[src/hdl/rosi_pkg.sv]
package rosi_pkg;

    localparam int FRACTION_BITS = 16;
    localparam int FAR_W         = 33;
    localparam int EPS_W         = 17;
    localparam int VEC_W         = 18;
    localparam int POS_W         = 32;
    localparam int DOT_W         = 52;   // three 18x32 products summed
    localparam int E_W           = 35;   // |e| <= 3*2^32
    localparam int NUM_W         = 35;   // e + bound, |e + bound| < 2^34
    localparam int T_W           = 34;   // saturated distance, signed
    localparam int CFG_IDX_W     = 1;
    localparam int S_TDATA_W     = 272;  // 268 field bits padded to whole bytes
    localparam logic [FAR_W-1:0] FAR_LIMIT_RST = 33'd6553600000;
    localparam logic [EPS_W-1:0] EPS_RST       = 17'd66;

    localparam logic [CFG_IDX_W-1:0] REG_FAR_LIMIT = 1'b0;
    localparam logic [CFG_IDX_W-1:0] REG_PAR_EPS   = 1'b1;

    localparam int ITEM_W = 6*VEC_W + 5*POS_W + 1;

    typedef struct packed {
        logic signed [VEC_W-1:0] axis_x, axis_y, axis_z;
        logic signed [VEC_W-1:0] ray_x, ray_y, ray_z;
        logic signed [POS_W-1:0] offset_x, offset_y, offset_z;
        logic signed [POS_W-1:0] slab_low, slab_high;
        logic                    last_axis;
    } t_item;

    typedef enum logic [1:0] {
        ST_IDLE,
        ST_DIV,
        ST_UPD,
        ST_OUT
    } t_back_state;

    // Queue entry handed from the front part to the back part.
    typedef struct packed {
        logic                    last;
        logic signed [E_W-1:0]   e;
        logic signed [POS_W-1:0] f;
        logic signed [POS_W-1:0] lo;
        logic signed [POS_W-1:0] hi;
    } t_job;

endpackage

[src/hdl/rosi_queue.sv]
module rosi_queue import rosi_pkg::*; (
    input  logic i_clk,
    input  logic i_rst_n,
    input  logic i_valid,
    output logic o_ready,
    input  t_job i_job,
    output logic o_valid,
    input  logic i_ready,
    output t_job o_job
);
    t_job r_mem[2];
    logic r_wp, r_rp;
    logic [1:0] r_cnt;

    assign o_ready = r_cnt != 2'd2;
    assign o_valid = r_cnt != 2'd0;
    assign o_job   = r_mem[r_rp];

    always_ff @(posedge i_clk) begin
        if (!i_rst_n) begin
            r_wp <= 1'b0;
            r_rp <= 1'b0;
            r_cnt <= 2'd0;
        end else begin
            if (i_valid && o_ready) r_wp <= !r_wp;
            if (o_valid && i_ready) r_rp <= !r_rp;
            r_cnt <= r_cnt + 2'(i_valid && o_ready) - 2'(o_valid && i_ready);
        end
        if (i_valid && o_ready) r_mem[r_wp] <= i_job;
    end
endmodule

[config.mk]
export PLATFORM = sky130hd
export DESIGN_NAME = rosi_queue
export DESIGN_NICKNAME = d
export VERILOG_FILES = /design/src/hdl/rosi_pkg.sv /design/src/hdl/rosi_queue.sv
export SDC_FILE = /design/constraint.sdc
export NUM_CORES = 1
export LEC_CHECK = 0
export BUFFER_PORTS_ARGS = -buffer_cell sky130_fd_sc_hd__buf_4
export CAP_MARGIN = 20
export CORE_MARGIN = 3
export CORE_UTILIZATION = 45
export DETAILED_ROUTE_END_ITERATION = 7
export PLACE_DENSITY = 0.68
export SYNTH_ARGS = -nofsm -noshare
export SYNTH_HDL_FRONTEND = slang
export SYNTH_SLANG_ARGS = --single-unit
[constraint.sdc]
create_clock -name i_clk -period 5.8 [get_ports i_clk]
set_input_delay 0.29 -clock i_clk [delete_from_list [all_inputs] [get_ports i_clk]]
set_output_delay 0.29 -clock i_clk [all_outputs]
set_load 0.05 [all_outputs]
-- Word level (Yosys, flattened, before mapping)
Memories as Yosys holds them, arrays and structs flattened. A register that Yosys moved wholly into a read port is not among the register bits.
Index checks and enable logic that the tools add are counted.
- register bits after elaboration: 4
- bits in writable memories: 264
- input bits: 136
- output and inout port bits: 134
- logic and storage cells: 16
- memories: 1
- memory list (name ; words ; width ; read ports ; clocked after Yosys merged registers in ; write ports ; line ; RTL):
    r_mem ; 2 ; 132 ; 1 ; 1 ; 1 ; rosi_queue.sv:11 ; t_job r_mem[2];
- $add $sub $neg: 2
- equal/unequal tests: 1
- mux-type cells: 4
- reductions and logical operators: 5
- operators by type and width (kind ; count):
    $mux 1 ; 4
    $add 2x1->2 ; 1
    $logic_and 1x1->1 ; 2
    $logic_not 1->1 ; 2
    $ne 2x2->1 const B ; 1
    $reduce_bool 2->1 ; 1
    $sub 2x1->2 ; 1

-- Depth between registers and ports, before layout
- depth after elaboration: 4
- gate-level depth with buffers: 6
- mapped depth without buffers: 6

-- Worst setup path after synthesis
OpenSTA, ideal clock, no wires.
- kind: reg-to-reg
- start: register r_cnt[0]
- end: memory r_mem[1][0] (netlist bit) (enable)
- data arrival time: 4.072 ns
- required time: 5.292 ns
- slack: 1.220 ns
- stages on the path, launching flop included: 3
- buffers on the path: 0
- clock period less this slack: 4.580 ns
- path through: dfxtp_1 nand2b_1 and3_1
- longest elaborated chain between the ends: 4
- RTL lines (what ; line ; RTL):
    from (decl) ; rosi_queue.sv:13 ; logic [1:0] r_cnt;
    from (signal assigned) ; rosi_queue.sv:27 ; r_cnt <= r_cnt + 2'(i_valid && o_ready) - 2'(o_valid && i_ready);
    $ne 2x2->1 ; rosi_queue.sv:15 ; assign o_ready = r_cnt != 2'd2;
    via o_ready ; rosi_queue.sv:5 ; output logic o_ready,
    $logic_and 1x1->1 ; rosi_queue.sv:29 ; if (i_valid && o_ready) r_mem[r_wp] <= i_job;
    $mux 1 ; rosi_queue.sv:29 ;
    $mux 1 (not written as such) ; rosi_queue.sv:29 ;
    to (decl) ; rosi_queue.sv:11 ;
The timed path passes the listed nets, and every way through them passes these cells.

==> flow_summary.yaml <==
synthesis:
  synth-seq-area-share_pct: 79.3
  postSynthCellCount: 441
  synthDistinctLibCells: 26
  syn_nets: 578
  syn_area_mm2: 0.0101
  ys_warn_count: 0
  syn_area_per_cell_um2: 22.9
  synth-seq-cells: 269
clock_network:
  cts-root-buf: "clkbuf_16"
  clkSinkCount: 269
  ctsLongestPathBuffers: 3
  htreeDepth: 1
  clkTransAtPathRegs_ns: 0.06
  cts_made_buffers: 28
  post-cts-setup-buffers: 0
  cts_tree: "done"
  insertion_delay_ns: 0.53
finish:
  multi_input_area_mm2: 0.00195
  ff_latch_area_mm2: 0.00803
  num-fill-cells: 1423
  final_layout_size_suffix_gt1_share_pct: 51.6
  fin_nets: 998
  final_cell_mix: "271 x buf_4, 264 x edfxtp_1, 133 x dlygate4sd3_1"
  n_antenna_cell: 0
  layout_commonest_cell: "buf_4"
  area_growth_pct: 44.8
power:
  intPower_w: 0.00416
  p_leak_nw: 5.65
  comb_power_share_pct: 32.1
  clkPwrFrac_pct: 28.4
  p_sw_share_pct: 33.1
  p_switching_w: 0.00206
  power_density_mw_per_mm2: 424
  p_total_w: 0.00622
  seqPwrFrac_pct: 39.6
  ir_drop_mv: 0.325
drt:
  vias_per_cell: 4.74
  detail-route-antenna-nets: 0
  drt_iter0_drc: 292
  wirelength_mm: 21.1
  drt_first_pass_iters: 4
  remaining_drc_errors: 0
  avgRoutedWirePerCell_um: 18.2
  via_count: 5517
worst_setup_path:
  cp_data_arrival_time_ns: 2.71
  startpoint_type: "flip-flop"
  path_max_fanout: 80
  reg2reg_to: "r_mem[1][125]"
  cpPeakStageDelay_ns: 0.93
  r2r_slack_ns: 3.05
  critPathCapture: "o_job[9]"
  worstSetupPathDepth: 3
  slowest_stage: "dfxtp_4"
  crit_family: "flip-flops"
  rr_startpoint: "r_cnt[0]"
  endpoint_kind: "output pin"
  ff2ff_path_depth: 3
  path_buf_inv: 2
  worstPathRequired_ns: 5.51
  critical_path_class: "reg -> out"
  path_cells: "buf_12, mux2_2, buf_4"
timing:
  rsz0062_at_grt: "no"
  holdWs_ns: 0.118
  setup_viol: 0
  tns_ns: 0
  finalCritPeriodShare_pct: 51.7
  worstMarginPinSlew_ns: 1.07
  finalMaxSlewViolations: 0
  hold_violations: 0
  maxSlewHeadroom_pct: 29.0
  finalClockSkew_ns: 0.0106
  finalCriticalPeriod_ns: 3.00
  fmax_mhz: 333
global_route:
  grt_pass1_vias: 6022
  grt_first_pass_wirelength_mm: 32.1
  grt_antenna_before_repair: 0
  grt_max_degree: 81
  grt_use_total_pct: 16.7
  gr-total-overflow: 0
floorplan:
  rows: 54
  start_util_pct: 46.1
  core_area_mm2: 0.0220
  fp.dieW_um: 156
  io_pins: 270
  die_y_um: 156
  die_area_mm2: 0.0243
run_status:
  outcome: "finished, final reports clean"
placement:
  hpwlAfterDp_mm: 12.9
  portBuffers: 269
  gp_congestion: 0.771
worst_hold_path:
  hold_class: "in -> reg"
job:
  cap_viol_max_count: 0
repair_timing:
action                                 CTS  global route
gates resized for setup                  0             0
endpoints found under the hold margin  265             0
hold buffers                           133             0
sequential cells by signal (all words and copies together), names as in the netlist, named ones only:
register,cells
r_mem,264
r_cnt,2
r_wp,1
r_rp,1
stage by stage:
stage | instances | util [%] | worst slack (ns) | area, um2
5_1_grt | 1163 | 66.7 | 2.67 | 14700
2_1_floorplan | 441 | - | 1.22 | 10100
6_report | 1163 | 66.7 | 2.80 | 14700
3_3_place_gp | 978 | 56.5 | 3.12 | 12400
3_5_place_dp | 978 | 56.5 | 3.00 | 12400
4_1_cts | 1163 | 66.7 | 2.77 | 14700
power groups by stage:
| stage | logic, W | registers (W) | clock network (W) |
|---|---|---|---|
| final | 0.00199 | 0.00246 | 0.00176 |
| after global routing | 0.00207 | 0.00248 | 0.00189 |
| after CTS | 0.00201 | 0.00246 | 0.00181 |
| after detailed placement | 0.00193 | 0.00250 | 0 |
| after global placement | 0.00192 | 0.00249 | 0 |
| after floorplan | 0.00148 | 0.00246 | 0 |
cell usage after synthesis, drive strengths merged:
master / number / area share [%]
a21bo: 1 / 0.099
buf: 15 / 1.4
a21oi: 1 / 0.049
nor3: 1 / 0.099
nor4: 1 / 0.062
dfxtp: 5 / 0.99
edfxtp: 264 / 78
nor4bb: 1 / 0.099
o21ba: 1 / 0.099
xor2: 1 / 0.087
nor2b: 1 / 0.062
ha: 1 / 0.12
nand2b: 1 / 0.062
and3: 2 / 0.12
o21ai: 2 / 0.099
nand3b: 1 / 0.074
nor2: 4 / 0.15
mux2: 132 / 18
or2: 1 / 0.062
nand3: 1 / 0.049
and2: 1 / 0.062
inv: 2 / 0.074
o31a: 1 / 0.087
layout make-up:
class                      count  share of cell area, %
clock inverter                22                   1.35
tap                          280                   2.39
timing repair buffer         405                   23.1
multi-input combinational    155                   13.3
sequential                   269                   54.8
clock buffer                  30                   4.98
inverter                       2                 0.0854
worst reg2reg max path, cell delays in order (launching register included):
cell,delay (ns)
dfxtp_1,0.43
nand2b_1,0.23
and3_4,0.90
buf_4,0.77
worst min-delay path by stage:
| stage | endpoint | slack, ns | cells past startpoint | start |
|---|---|---|---|---|
| 6_report | r_wp | 0.12 | 3 | i_valid |
| 5_1_grt | r_wp | 0.10 | 3 | i_valid |
| 4_1_cts | r_wp | 0.09 | 3 | i_valid |
| 3_5_place_dp | r_mem[0][39] | 0.48 | 1 | i_job[39] |
| 3_3_place_gp | r_mem[0][50] | 0.47 | 1 | i_job[50] |
| 2_1_floorplan | r_mem[0][0] | 0.39 | 0 | i_job[0] |
per-layer routing:
layer | routed length, um | vias up | track usage [%]
li1 | - | 2591 | -
met1 | 8540 | 2674 | 20.9
met2 | 10600 | 222 | 29.2
met3 | 1730 | 30 | 4.69
met4 | 289 | 0 | 3.62
met5 | 0 | - | 0
kinds of logic after synthesis:
| logic type | Yosys count | share of synthesized area (%) |
|---|---|---|
| buf+inv | 17 | 1.47 |
| fa+ha+maj | 1 | 0.124 |
| compound gates | 6 | 0.433 |
| mux | 132 | 17.7 |
| xor+xnor | 1 | 0.0866 |
| flops | 269 | 79.3 |
| simple gates | 15 | 0.903 |
No activity file was read; power rests on OpenSTA's default activity.
