## src/hdl/rosi_pkg.sv

```systemverilog
package rosi_pkg;

    localparam int FRACTION_BITS = 16;
    localparam int FAR_W         = 33;
    localparam int EPS_W         = 17;
    localparam int VEC_W         = 18;
    localparam int POS_W         = 32;
    localparam int DOT_W         = 52;   // three 18x32 products summed
    localparam int E_W           = 35;   // |e| <= 3*2^32
    localparam int NUM_W         = 35;   // e + bound, |e + bound| < 2^34
    localparam int T_W           = 34;   // saturated distance, signed
    localparam int CFG_IDX_W     = 1;
    localparam int S_TDATA_W     = 272;  // 268 field bits padded to whole bytes
    localparam logic [FAR_W-1:0] FAR_LIMIT_RST = 33'd6553600000;
    localparam logic [EPS_W-1:0] EPS_RST       = 17'd66;

    localparam logic [CFG_IDX_W-1:0] REG_FAR_LIMIT = 1'b0;
    localparam logic [CFG_IDX_W-1:0] REG_PAR_EPS   = 1'b1;

    localparam int ITEM_W = 6*VEC_W + 5*POS_W + 1;

    typedef struct packed {
        logic signed [VEC_W-1:0] axis_x, axis_y, axis_z;
        logic signed [VEC_W-1:0] ray_x, ray_y, ray_z;
        logic signed [POS_W-1:0] offset_x, offset_y, offset_z;
        logic signed [POS_W-1:0] slab_low, slab_high;
        logic                    last_axis;
    } t_item;

    typedef enum logic [1:0] {
        ST_IDLE,
        ST_DIV,
        ST_UPD,
        ST_OUT
    } t_back_state;

    // Queue entry handed from the front part to the back part.
    typedef struct packed {
        logic                    last;
        logic signed [E_W-1:0]   e;
        logic signed [POS_W-1:0] f;
        logic signed [POS_W-1:0] lo;
        logic signed [POS_W-1:0] hi;
    } t_job;

endpackage

```

## src/hdl/rosi_div.sv

```systemverilog
module rosi_div import rosi_pkg::*; (
    input  logic                    i_clk,
    input  logic                    i_rst_n,
    input  logic                    i_start,
    input  logic signed [NUM_W-1:0] i_num,
    input  logic signed [POS_W-1:0] i_den,
    output logic                    o_done,
    output logic signed [T_W-1:0]   o_quo
);
    // restoring divider, one quotient bit per cycle, on magnitudes
    localparam int NW = NUM_W + FRACTION_BITS;   // scaled dividend
    localparam int CW = $clog2(NW + 1);
    logic [NW-1:0]    r_q;
    logic [POS_W:0]   r_rem;
    logic [POS_W-1:0] r_d;
    logic             r_neg, r_busy;
    logic [CW-1:0]    r_cnt;
    logic [POS_W+1:0] n_trial;
    logic [NUM_W-1:0] n_anum;
    logic [NW:0]      n_sq;
    logic signed [NW+1:0] n_val;

    always_comb begin
        n_anum  = i_num[NUM_W-1] ? NUM_W'(-i_num) : NUM_W'(i_num);
        n_trial = {r_rem, r_q[NW-1]} - {2'b00, r_d};
        n_sq    = r_neg ? (NW+1)'(-{1'b0, r_q}) : {1'b0, r_q};
        n_val   = $signed({n_sq[NW], n_sq});
        if (n_val > (NW+2)'(signed'({1'b0, {(T_W-1){1'b1}}})))
            o_quo = {1'b0, {(T_W-1){1'b1}}};
        else if (n_val < -(NW+2)'(signed'({1'b0, {(T_W-1){1'b1}}})) - 1)
            o_quo = {1'b1, {(T_W-1){1'b0}}};
        else
            o_quo = T_W'(n_val);
    end

    always_ff @(posedge i_clk) begin
        if (!i_rst_n) begin
            r_busy <= 1'b0;
            o_done <= 1'b0;
        end else begin
            o_done <= 1'b0;
            if (i_start) begin
                r_busy <= 1'b1;
                r_cnt  <= CW'(NW);
            end else if (r_busy) begin
                r_cnt <= r_cnt - CW'(1);
                if (r_cnt == CW'(1)) begin
                    r_busy <= 1'b0;
                    o_done <= 1'b1;
                end
            end
        end
        if (i_start) begin
            r_q   <= {n_anum, {FRACTION_BITS{1'b0}}};
            r_rem <= '0;
            r_d   <= i_den[POS_W-1] ? POS_W'(-i_den) : POS_W'(i_den);
            r_neg <= i_num[NUM_W-1] ^ i_den[POS_W-1];
        end else if (r_busy) begin
            if (!n_trial[POS_W+1]) begin
                r_rem <= n_trial[POS_W:0];
                r_q   <= {r_q[NW-2:0], 1'b1};
            end else begin
                r_rem <= {r_rem[POS_W-1:0], r_q[NW-1]};
                r_q   <= {r_q[NW-2:0], 1'b0};
            end
        end
    end
endmodule

```

## src/hdl/rosi_back.sv

```systemverilog
module rosi_back import rosi_pkg::*; (
    input  logic             i_clk,
    input  logic             i_rst_n,
    input  logic             i_valid,
    output logic             o_ready,
    input  t_job             i_job,
    input  logic             i_cfg_wr,
    input  logic [CFG_IDX_W-1:0] i_cfg_idx,
    input  logic [FAR_W-1:0] i_cfg_data,
    output logic             o_valid,
    input  logic             i_ready,
    output logic             o_hit,
    output logic [FAR_W-1:0] o_distance
);
    t_back_state r_st, n_st;
    t_job r_job;
    logic [FAR_W-1:0] r_far_limit;
    logic [EPS_W-1:0] r_eps;
    logic signed [T_W-1:0] r_near, r_far, r_t1;
    logic r_missed, r_started, r_second;
    logic r_ov, r_ohit;
    logic [FAR_W-1:0] r_odist;
    logic div_start, div_done;
    logic signed [T_W-1:0] div_q;
    logic signed [NUM_W-1:0] n_num;
    logic [POS_W:0] n_af;
    logic n_par, take;
    logic signed [T_W-1:0] n_tlo, n_thi, n_near, n_far;

    rosi_div u_div (
        .i_clk(i_clk), .i_rst_n(i_rst_n), .i_start(div_start),
        .i_num(n_num), .i_den(r_job.f), .o_done(div_done), .o_quo(div_q)
    );

    assign o_valid    = r_ov;
    assign o_hit      = r_ohit;
    assign o_distance = r_odist;
    assign o_ready    = (r_st == ST_IDLE);
    assign take       = i_valid && o_ready;

    always_comb begin
        n_af  = r_job.f[POS_W-1] ? (POS_W+1)'(-r_job.f) : (POS_W+1)'(r_job.f);
        n_par = n_af <= (POS_W+1)'(r_eps);
        // low bound starts from ST_UPD, high bound when the first quotient is done
        n_num = NUM_W'(r_job.e) + NUM_W'((r_st == ST_DIV) ? r_job.hi : r_job.lo);
        n_tlo = (r_t1 > div_q) ? div_q : r_t1;
        n_thi = (r_t1 > div_q) ? r_t1 : div_q;
        n_far  = (n_thi < r_far) ? n_thi : r_far;
        n_near = (n_tlo > r_near) ? n_tlo : r_near;
    end

    always_comb begin
        n_st = r_st;
        div_start = 1'b0;
        unique case (r_st)
            ST_IDLE: if (take) n_st = ST_UPD;
            ST_UPD: begin
                if (r_missed || n_par) n_st = ST_OUT;
                else begin
                    div_start = 1'b1;
                    n_st = ST_DIV;
                end
            end
            ST_DIV: if (div_done) begin
                if (!r_second) div_start = 1'b1;
                else n_st = ST_OUT;
            end
            ST_OUT: if (!r_job.last || !r_ov || i_ready) n_st = ST_IDLE;
            default: n_st = ST_IDLE;
        endcase
    end

    always_ff @(posedge i_clk) begin
        if (!i_rst_n) begin
            r_st <= ST_IDLE;
            r_far_limit <= FAR_LIMIT_RST;
            r_eps <= EPS_RST;
            r_near <= '0;
            r_far <= T_W'(FAR_LIMIT_RST);
            r_missed <= 1'b0;
            r_started <= 1'b0;
            r_second <= 1'b0;
            r_ov <= 1'b0;
        end else begin
            r_st <= n_st;
            if (r_ov && i_ready) r_ov <= 1'b0;
            if (i_cfg_wr) begin
                unique case (i_cfg_idx)
                    REG_FAR_LIMIT: begin
                        r_far_limit <= i_cfg_data;
                        if (!r_started) r_far <= T_W'(i_cfg_data);
                    end
                    REG_PAR_EPS: r_eps <= EPS_W'(i_cfg_data);
                    default: ;
                endcase
            end
            if (take) begin
                r_job <= i_job;
                r_started <= 1'b1;
                r_second <= 1'b0;
            end
            if (r_st == ST_UPD && !r_missed && n_par &&
                (r_job.lo > r_job.e || r_job.hi < r_job.e))
                r_missed <= 1'b1;
            if (r_st == ST_DIV && div_done) begin
                if (!r_second) begin
                    r_t1 <= div_q;
                    r_second <= 1'b1;
                end else begin
                    r_far  <= n_far;
                    r_near <= n_near;
                    if (n_far < n_near) r_missed <= 1'b1;
                end
            end
            if (r_st == ST_OUT && r_job.last && (!r_ov || i_ready)) begin
                r_ov <= 1'b1;
                r_ohit <= !r_missed;
                r_odist <= r_missed ? '0 : FAR_W'(r_near);
                r_near <= '0;
                r_far <= T_W'(r_far_limit);
                r_missed <= 1'b0;
                r_started <= 1'b0;
            end
        end
    end
endmodule

```

## config.mk

```make
export PLATFORM = sky130hd
export DESIGN_NAME = rosi_back
export DESIGN_NICKNAME = d
export VERILOG_FILES = /design/src/hdl/rosi_pkg.sv /design/src/hdl/rosi_div.sv /design/src/hdl/rosi_back.sv
export SDC_FILE = /design/constraint.sdc
export NUM_CORES = 1
export LEC_CHECK = 0
export ABC_AREA = 1
export ABC_CLOCK_PERIOD_IN_PS = 16280
export BUFFER_PORTS_ARGS = -buffer_cell sky130_fd_sc_hd__buf_2
export CAP_MARGIN = 20
export CORE_UTILIZATION = 55
export CTS_CLUSTER_SIZE = 16
export DETAILED_ROUTE_END_ITERATION = 8
export GPL_TIMING_DRIVEN = 0
export PLACE_DENSITY = 0.82
export SLEW_MARGIN = 20
export SYNTH_ARGS = -nofsm -noshare
export SYNTH_HDL_FRONTEND = slang
export SYNTH_HIERARCHICAL = 1
export SYNTH_SLANG_ARGS = --single-unit
```

## constraint.sdc

```tcl
create_clock -name i_clk -period 16.28 [get_ports i_clk]
set_clock_uncertainty 0.2 [all_clocks]
set_input_delay 1.628 -clock i_clk [delete_from_list [all_inputs] [get_ports i_clk]]
set_output_delay 1.628 -clock i_clk [all_outputs]
set_load 0.02 [all_outputs]
```

After elaboration in Yosys (flattened, before gate mapping)
Cells that the tools add are included.
{"block": "totals", "regBits": 449, "latch_bits": 0, "ramBits": 0, "mem_bits_ro": 0, "out_inout_bits": 36, "wordCells": 130, "mem_count": 0}
{"block": "classes", "n_addsub": 7, "n_mul": 0, "n_div": 0, "n_lt_le_gt_ge": 9, "n_eq_ne": 8, "shift": 0, "muxes": 45, "n_bitwise": 5, "n_reduce_logical": 29}
{"op": "$mux 34", "n": 11}
{"op": "$mux 51", "n": 2}
{"op": "$mux 33", "n": 3}
{"op": "$mux 35", "n": 2}
{"op": "$gt 34x34->1", "n": 2}
{"op": "$lt 34x34->1", "n": 2}
{"op": "$gt 52x34->1 const B", "n": 1}
{"op": "$lt 52x34->1 const B", "n": 1}
{"op": "$mux 52", "n": 1}
{"op": "$neg 51->52", "n": 1}
{"op": "$add 35x35->35", "n": 1}
{"op": "$gt 32x35->1", "n": 1}
{"op": "$lt 32x35->1", "n": 1}
{"op": "$neg 35->35", "n": 1}
{"op": "$sub 34x32->34", "n": 1}
{"op": "$le 33x17->1", "n": 1}
{"op": "$neg 32->33", "n": 1}
{"op": "$neg 32->32", "n": 1}
{"op": "$mux 31", "n": 1}
{"op": "$mux 1", "n": 17}
{"op": "$reduce_and 2->1", "n": 6}
{"op": "$mux 2", "n": 5}
{"op": "$logic_and 1x1->1", "n": 8}
{"op": "$pmux 2 s4", "n": 1}
{"op": "other kinds (18)", "n": 31}

Logic depth before layout (Yosys ltp)
{"block": "logic_depth", "ltp_word": 13, "depth_mapped": 65}

Hierarchy
Netlist, hierarchy kept.
{"mod": "rosi_back", "instances": 1, "cells_each": 2471, "area_per_inst_um2": 21027.7}
{"mod": "rosi_div", "instances": 1, "cells_each": 1622, "area_per_inst_um2": 10533.9}

Least setup slack after synthesis
OpenSTA, ideal clock, no wires.
{"block": "synth_timing", "path_type": "input to register", "from": "input i_rst_n", "to": "register r_job[0] (netlist bit) (enable)", "setup_ps": 625, "arrival_ps": 7464, "path_slack_ps": 7991, "path_stages": 3, "n_path_buf": 1, "path_cell_list": "clkbuf_1 inv_1 nor2_1"}
{"block": "synth_between", "elab_chain_len": 1}
{"element": "start, declared", "line": "rosi_back.sv:3", "source": "input logic i_rst_n,"}
{"element": "$reduce_and 2->1 (no line)"}
{"element": "end signal, assigned", "line": "rosi_back.sv:98", "source": "r_job <= i_job;"}
{"element": "end, declared", "line": "rosi_back.sv:16", "source": "t_job r_job;"}
Every way passes these cells.
A chain may end at the register's enable or synchronous reset.

Final worst setup path
{"block": "layout_timing", "from": "register u_div.r_q[23]", "to": "register r_missed"}
{"block": "layout_between", "elab_chain_len": 13}
{"element": "start, declared", "line": "rosi_div.sv:13", "source": "logic [NW-1:0] r_q;"}
{"element": "start signal, assigned", "line": "rosi_div.sv:54", "source": "r_q <= {n_anum, {FRACTION_BITS{1'b0}}};"}
{"element": "start signal, assigned", "line": "rosi_div.sv:61", "source": "r_q <= {r_q[NW-2:0], 1'b1};"}
{"element": "start signal, assigned", "line": "rosi_div.sv:64", "source": "r_q <= {r_q[NW-2:0], 1'b0};"}
{"element": "$neg 51->52", "line": "rosi_div.sv:26", "source": "n_sq = r_neg ? (NW+1)'(-{1'b0, r_q}) : {1'b0, r_q};"}
{"element": "$mux 52 *", "line": "rosi_div.sv:26"}
{"element": "$lt 52x34->1", "line": "rosi_div.sv:30", "source": "else if (n_val < -(NW+2)'(signed'({1'b0, {(T_W-1){1'b1}}})) - 1)"}
{"element": "$mux 34", "line": "rosi_div.sv:30"}
{"element": "$mux 34 *", "line": "rosi_div.sv:28", "source": "if (n_val > (NW+2)'(signed'({1'b0, {(T_W-1){1'b1}}})))"}
{"element": "net div_q[9]", "line": "rosi_back.sv:24", "source": "logic signed [T_W-1:0] div_q;"}
{"element": "$gt 34x34->1", "line": "rosi_back.sv:46, rosi_back.sv:47"}
{"element": "$mux 34 (on tied branches)", "line": "rosi_back.sv:47, rosi_back.sv:46"}
{"element": "$lt 34x34->1 or $gt 34x34->1 (tied branches)", "line": "rosi_back.sv:48, rosi_back.sv:49"}
{"element": "$mux 34 (on tied branches)", "line": "rosi_back.sv:48, rosi_back.sv:49"}
{"element": "$lt 34x34->1 *", "line": "rosi_back.sv:112", "source": "if (n_far < n_near) r_missed <= 1'b1;"}
{"element": "$mux 1 *", "line": "rosi_back.sv:112"}
{"element": "$mux 1 *", "line": "rosi_back.sv:106", "source": "if (!r_second) begin"}
{"element": "$mux 1 *", "line": "rosi_back.sv:105", "source": "if (r_st == ST_DIV && div_done) begin"}
{"element": "end signal, assigned", "line": "rosi_back.sv:104", "source": "r_missed <= 1'b1;"}
{"element": "end signal, assigned", "line": "rosi_back.sv:112"}
{"element": "end signal, assigned", "line": "rosi_back.sv:121", "source": "r_missed <= 1'b0;"}
{"element": "end, declared", "line": "rosi_back.sv:20", "source": "logic r_missed, r_started, r_second;"}
The timed path passes the listed nets; every way through them passes the cells marked *.

==> flow_summary.ini <==
[outcome]
status = finished with violations
violations = design-rule violations

[final_layout]
final_net_count = 4826
fill_cells = 4995
postLayoutCoreUtil_pct = 62.5
num_antenna_cells = 0
drive_gt1_share_pct = 10.6
syn_to_final_growth_pct = 11.9
multi_input_comb_area_um2 = 17300
regArea_um2 = 11700

[global_route]
grt_start_max_net_pins = 32
grt_pass1_wl_mm = 145
grt_overflow = 0
gr-usage-all-layers_pct = 31.0
grt_pass1_vias = 27500
antenna_found_initial = 2

[pwr]
vdd_drop_max_mv = 0.101
leakagePower_uw = 0.0158
p_per_area_nw_per_um2 = 166

[floorplan]
die_height_um = 242
ios = 207
core_area_um2 = 56500
dieArea_um2 = 58300
die_width_um = 242
start_util_pct = 55.9
num_rows = 87

[synthesis]
yosysSeqAreaShare_pct = 37.2
syn_avg_cell_area_um2 = 7.71
ys_warn_count = 6
syn_nets = 4562
syn_area_um2 = 31600
synth_cell_types = 68
synth_edf_count = 274
ys_seq_elements = 449
async_reset_ff_share_pct = 0
synth_flop_cell = edfxtp_1
syn_inst = 4093

[setup_path]
endpoint_kind = flop
arrival_ns = 9.79
max_stage_delay_ns = 0.54
crit_path_top_delay_cell = clkbuf_1
cpMostUsedCell = nand2_1
critical_path_class = flop to flop
worstSetupStartpointType = flop
cp.required_ns = 16.60
worstPathMaxFanout = 10

[clock_network]
clkTransAtPathRegs_ns = 0.06
clock-sinks = 449
root_buffer = clkbuf_16
clock_latency_ns = 0.59
cts_tree = built
post_cts_resized = 0
holdBufCountCts = 0
cts_buffers = 48
post_cts_buffers = 0
cts.path.max_buffers = 3
htreeDepth = 2

[drt]
drc = 1
wl_mm = 91.8
viasPerCell = 5.64
wl_per_cell_um = 17.8
ant_nets = 0
drtIter0Drc = 2677
vias = 29000
dr.pass1.iters = 8

[placed_design]
port_buffers = 206
dp_hpwl_mm = 73.8
gp_congestion = 1.01
dp_slack_ns = 7.10

[timing]
clock.fmax_mhz = 106
min_period_over_period_pct = 58.2
slew_violations = 0
setup_slack_ns = 6.81
finalSetupViolCount = 0
hold_viol = 0
tightest_slew_ns = 1.10
rsz0062_at_grt = no
slew_headroom_pct = 26.6
fin_hold_ws_ns = 0.248
period_minus_slack_ns = 9.47
setup-tns-final_ns = 0

[hold_path]
hp-class = flop to flop

[job]
maxCapViolCount = 0
==> placed cells by master, fill, tap and decap left out, types with 52 or more instances in the layout <==
cell      instances
xor2_1           98
nand4_1          52
clkbuf_1         98
buf_2           224
nand3_1         127
nor2_1          342
dfxtp_1         175
a21oi_1         296
o21ai_0         317
ha_1            296
edfxtp_1        274
nand2_1         997
inv_1           509
==> worst paths after layout <==
check | depth (start not counted) | end | slack [ns] | startpoint
min reg2reg | 2 | r_far[23]$_SDFF_PN1_ | 0.25 | r_far_limit[23]$_SDFFE_PN1P_
max | 50 | r_missed$_SDFF_PP0_ | 6.81 | u_div/r_q[23]$_DFFE_PN_
min | 2 | r_far[23]$_SDFF_PN1_ | 0.25 | r_far_limit[23]$_SDFFE_PN1P_
max reg2reg | 50 | r_missed$_SDFF_PP0_ | 6.81 | u_div/r_q[23]$_DFFE_PN_
==> cell families (layout without fill, tap and decap cells) <==
logic type	Yosys count	in the layout	share of synthesized area, %
AO/OA/AOI/OAI	879	879	16.5
XOR/XNOR	149	149	4.13
adder cells (fa/ha/maj)	298	298	11.9
buffers and inverters	648	949	8.22
flip-flops	449	449	37.2
AND/OR/NAND/NOR	1670	1670	22.2
==> per-layer routing <==
layer  track usage [%]  up-vias  wire length (um)
li1                  -    14300                 -
met2              50.7     1186             41300
met4              12.2        2              3640
met3              3.81      198              7300
met1              41.9    13300             39500
met5                 0        -                13
==> layout make-up <==
| class | instances | area share, % |
|---|---|---|
| Multi-Input combinational cell | 2996 | 48.9 |
| Sequential cell | 449 | 33.2 |
| Inverter | 520 | 5.53 |
| Clock buffer | 59 | 3.66 |
| Timing Repair Buffer | 214 | 3.39 |
| Tap cell | 756 | 2.68 |
| Buffer | 128 | 1.82 |
| Clock inverter | 28 | 0.776 |
==> flip-flops by register name, summed over array words and instances (netlist names), 17 cells and up <==
signal / flops
r_job: 132
u_div/r_q: 51
r_far: 34
r_near: 34
r_t1: 34
o_distance: 33
r_far_limit: 33
u_div/r_rem: 33
u_div/r_d: 32
r_eps: 17
==> cell usage after synthesis (4+ instances only) <==
cell,n,share of area (%)
a211oi_1,8,0.19
a21o_1,9,0.21
a21oi_1,296,4.7
a31oi_1,11,0.22
a32oi_1,6,0.17
and3_1,5,0.099
buf_2,18,0.29
buf_4,5,0.12
buf_6,5,0.18
clkbuf_1,92,1.1
dfxtp_1,175,11
edfxtp_1,274,26
ha_1,296,12
inv_1,509,6.1
inv_2,8,0.095
nand2_1,997,12
nand2_2,30,0.59
nand2_4,4,0.14
nand3_1,127,2.0
nand4_1,52,1.0
nor2_1,345,4.1
nor2_2,18,0.36
nor3_1,49,0.78
nor3_2,4,0.13
nor4_1,18,0.36
o2111ai_1,5,0.14
o211ai_1,51,1.2
o21a_1,13,0.31
o21ai_0,317,5.0
o21ai_1,28,0.44
o21ai_2,34,0.94
o21bai_1,6,0.14
o221ai_1,10,0.28
o22ai_1,43,0.85
o31ai_1,5,0.12
o32ai_2,17,0.88
or2_2,4,0.079
xnor2_1,51,1.4
xor2_1,98,2.7
==> critical path, delay by kind of cell, from the launching register on <==
kind	cells	cell delay, ns
compound gates	12	2.48
flops	1	0.46
buf+inv	7	1.66
fa+ha+maj	3	1.05
simple gates	28	3.56
==> metrics by stage <==
stage | total power [uW] | instances | cell area, um2
2_1_floorplan | 3810 | 4093 | 31600
3_3_place_gp | 4610 | 5055 | 33500
3_5_place_dp | 4670 | 5063 | 33700
4_1_cts | 5790 | 5150 | 35300
5_1_grt | 6280 | 5150 | 35300
6_report | 5850 | 5150 | 35300
==> where the power goes <==
part | leakage [uW] | internal [uW] | switching (uW)
clock network | 0.000772 | 643 | 463
registers | 0.00397 | 1410 | 121
logic | 0.0110 | 1040 | 2180
total | 0.0158 | 3090 | 2760
(Power assumes the default switching activity.)
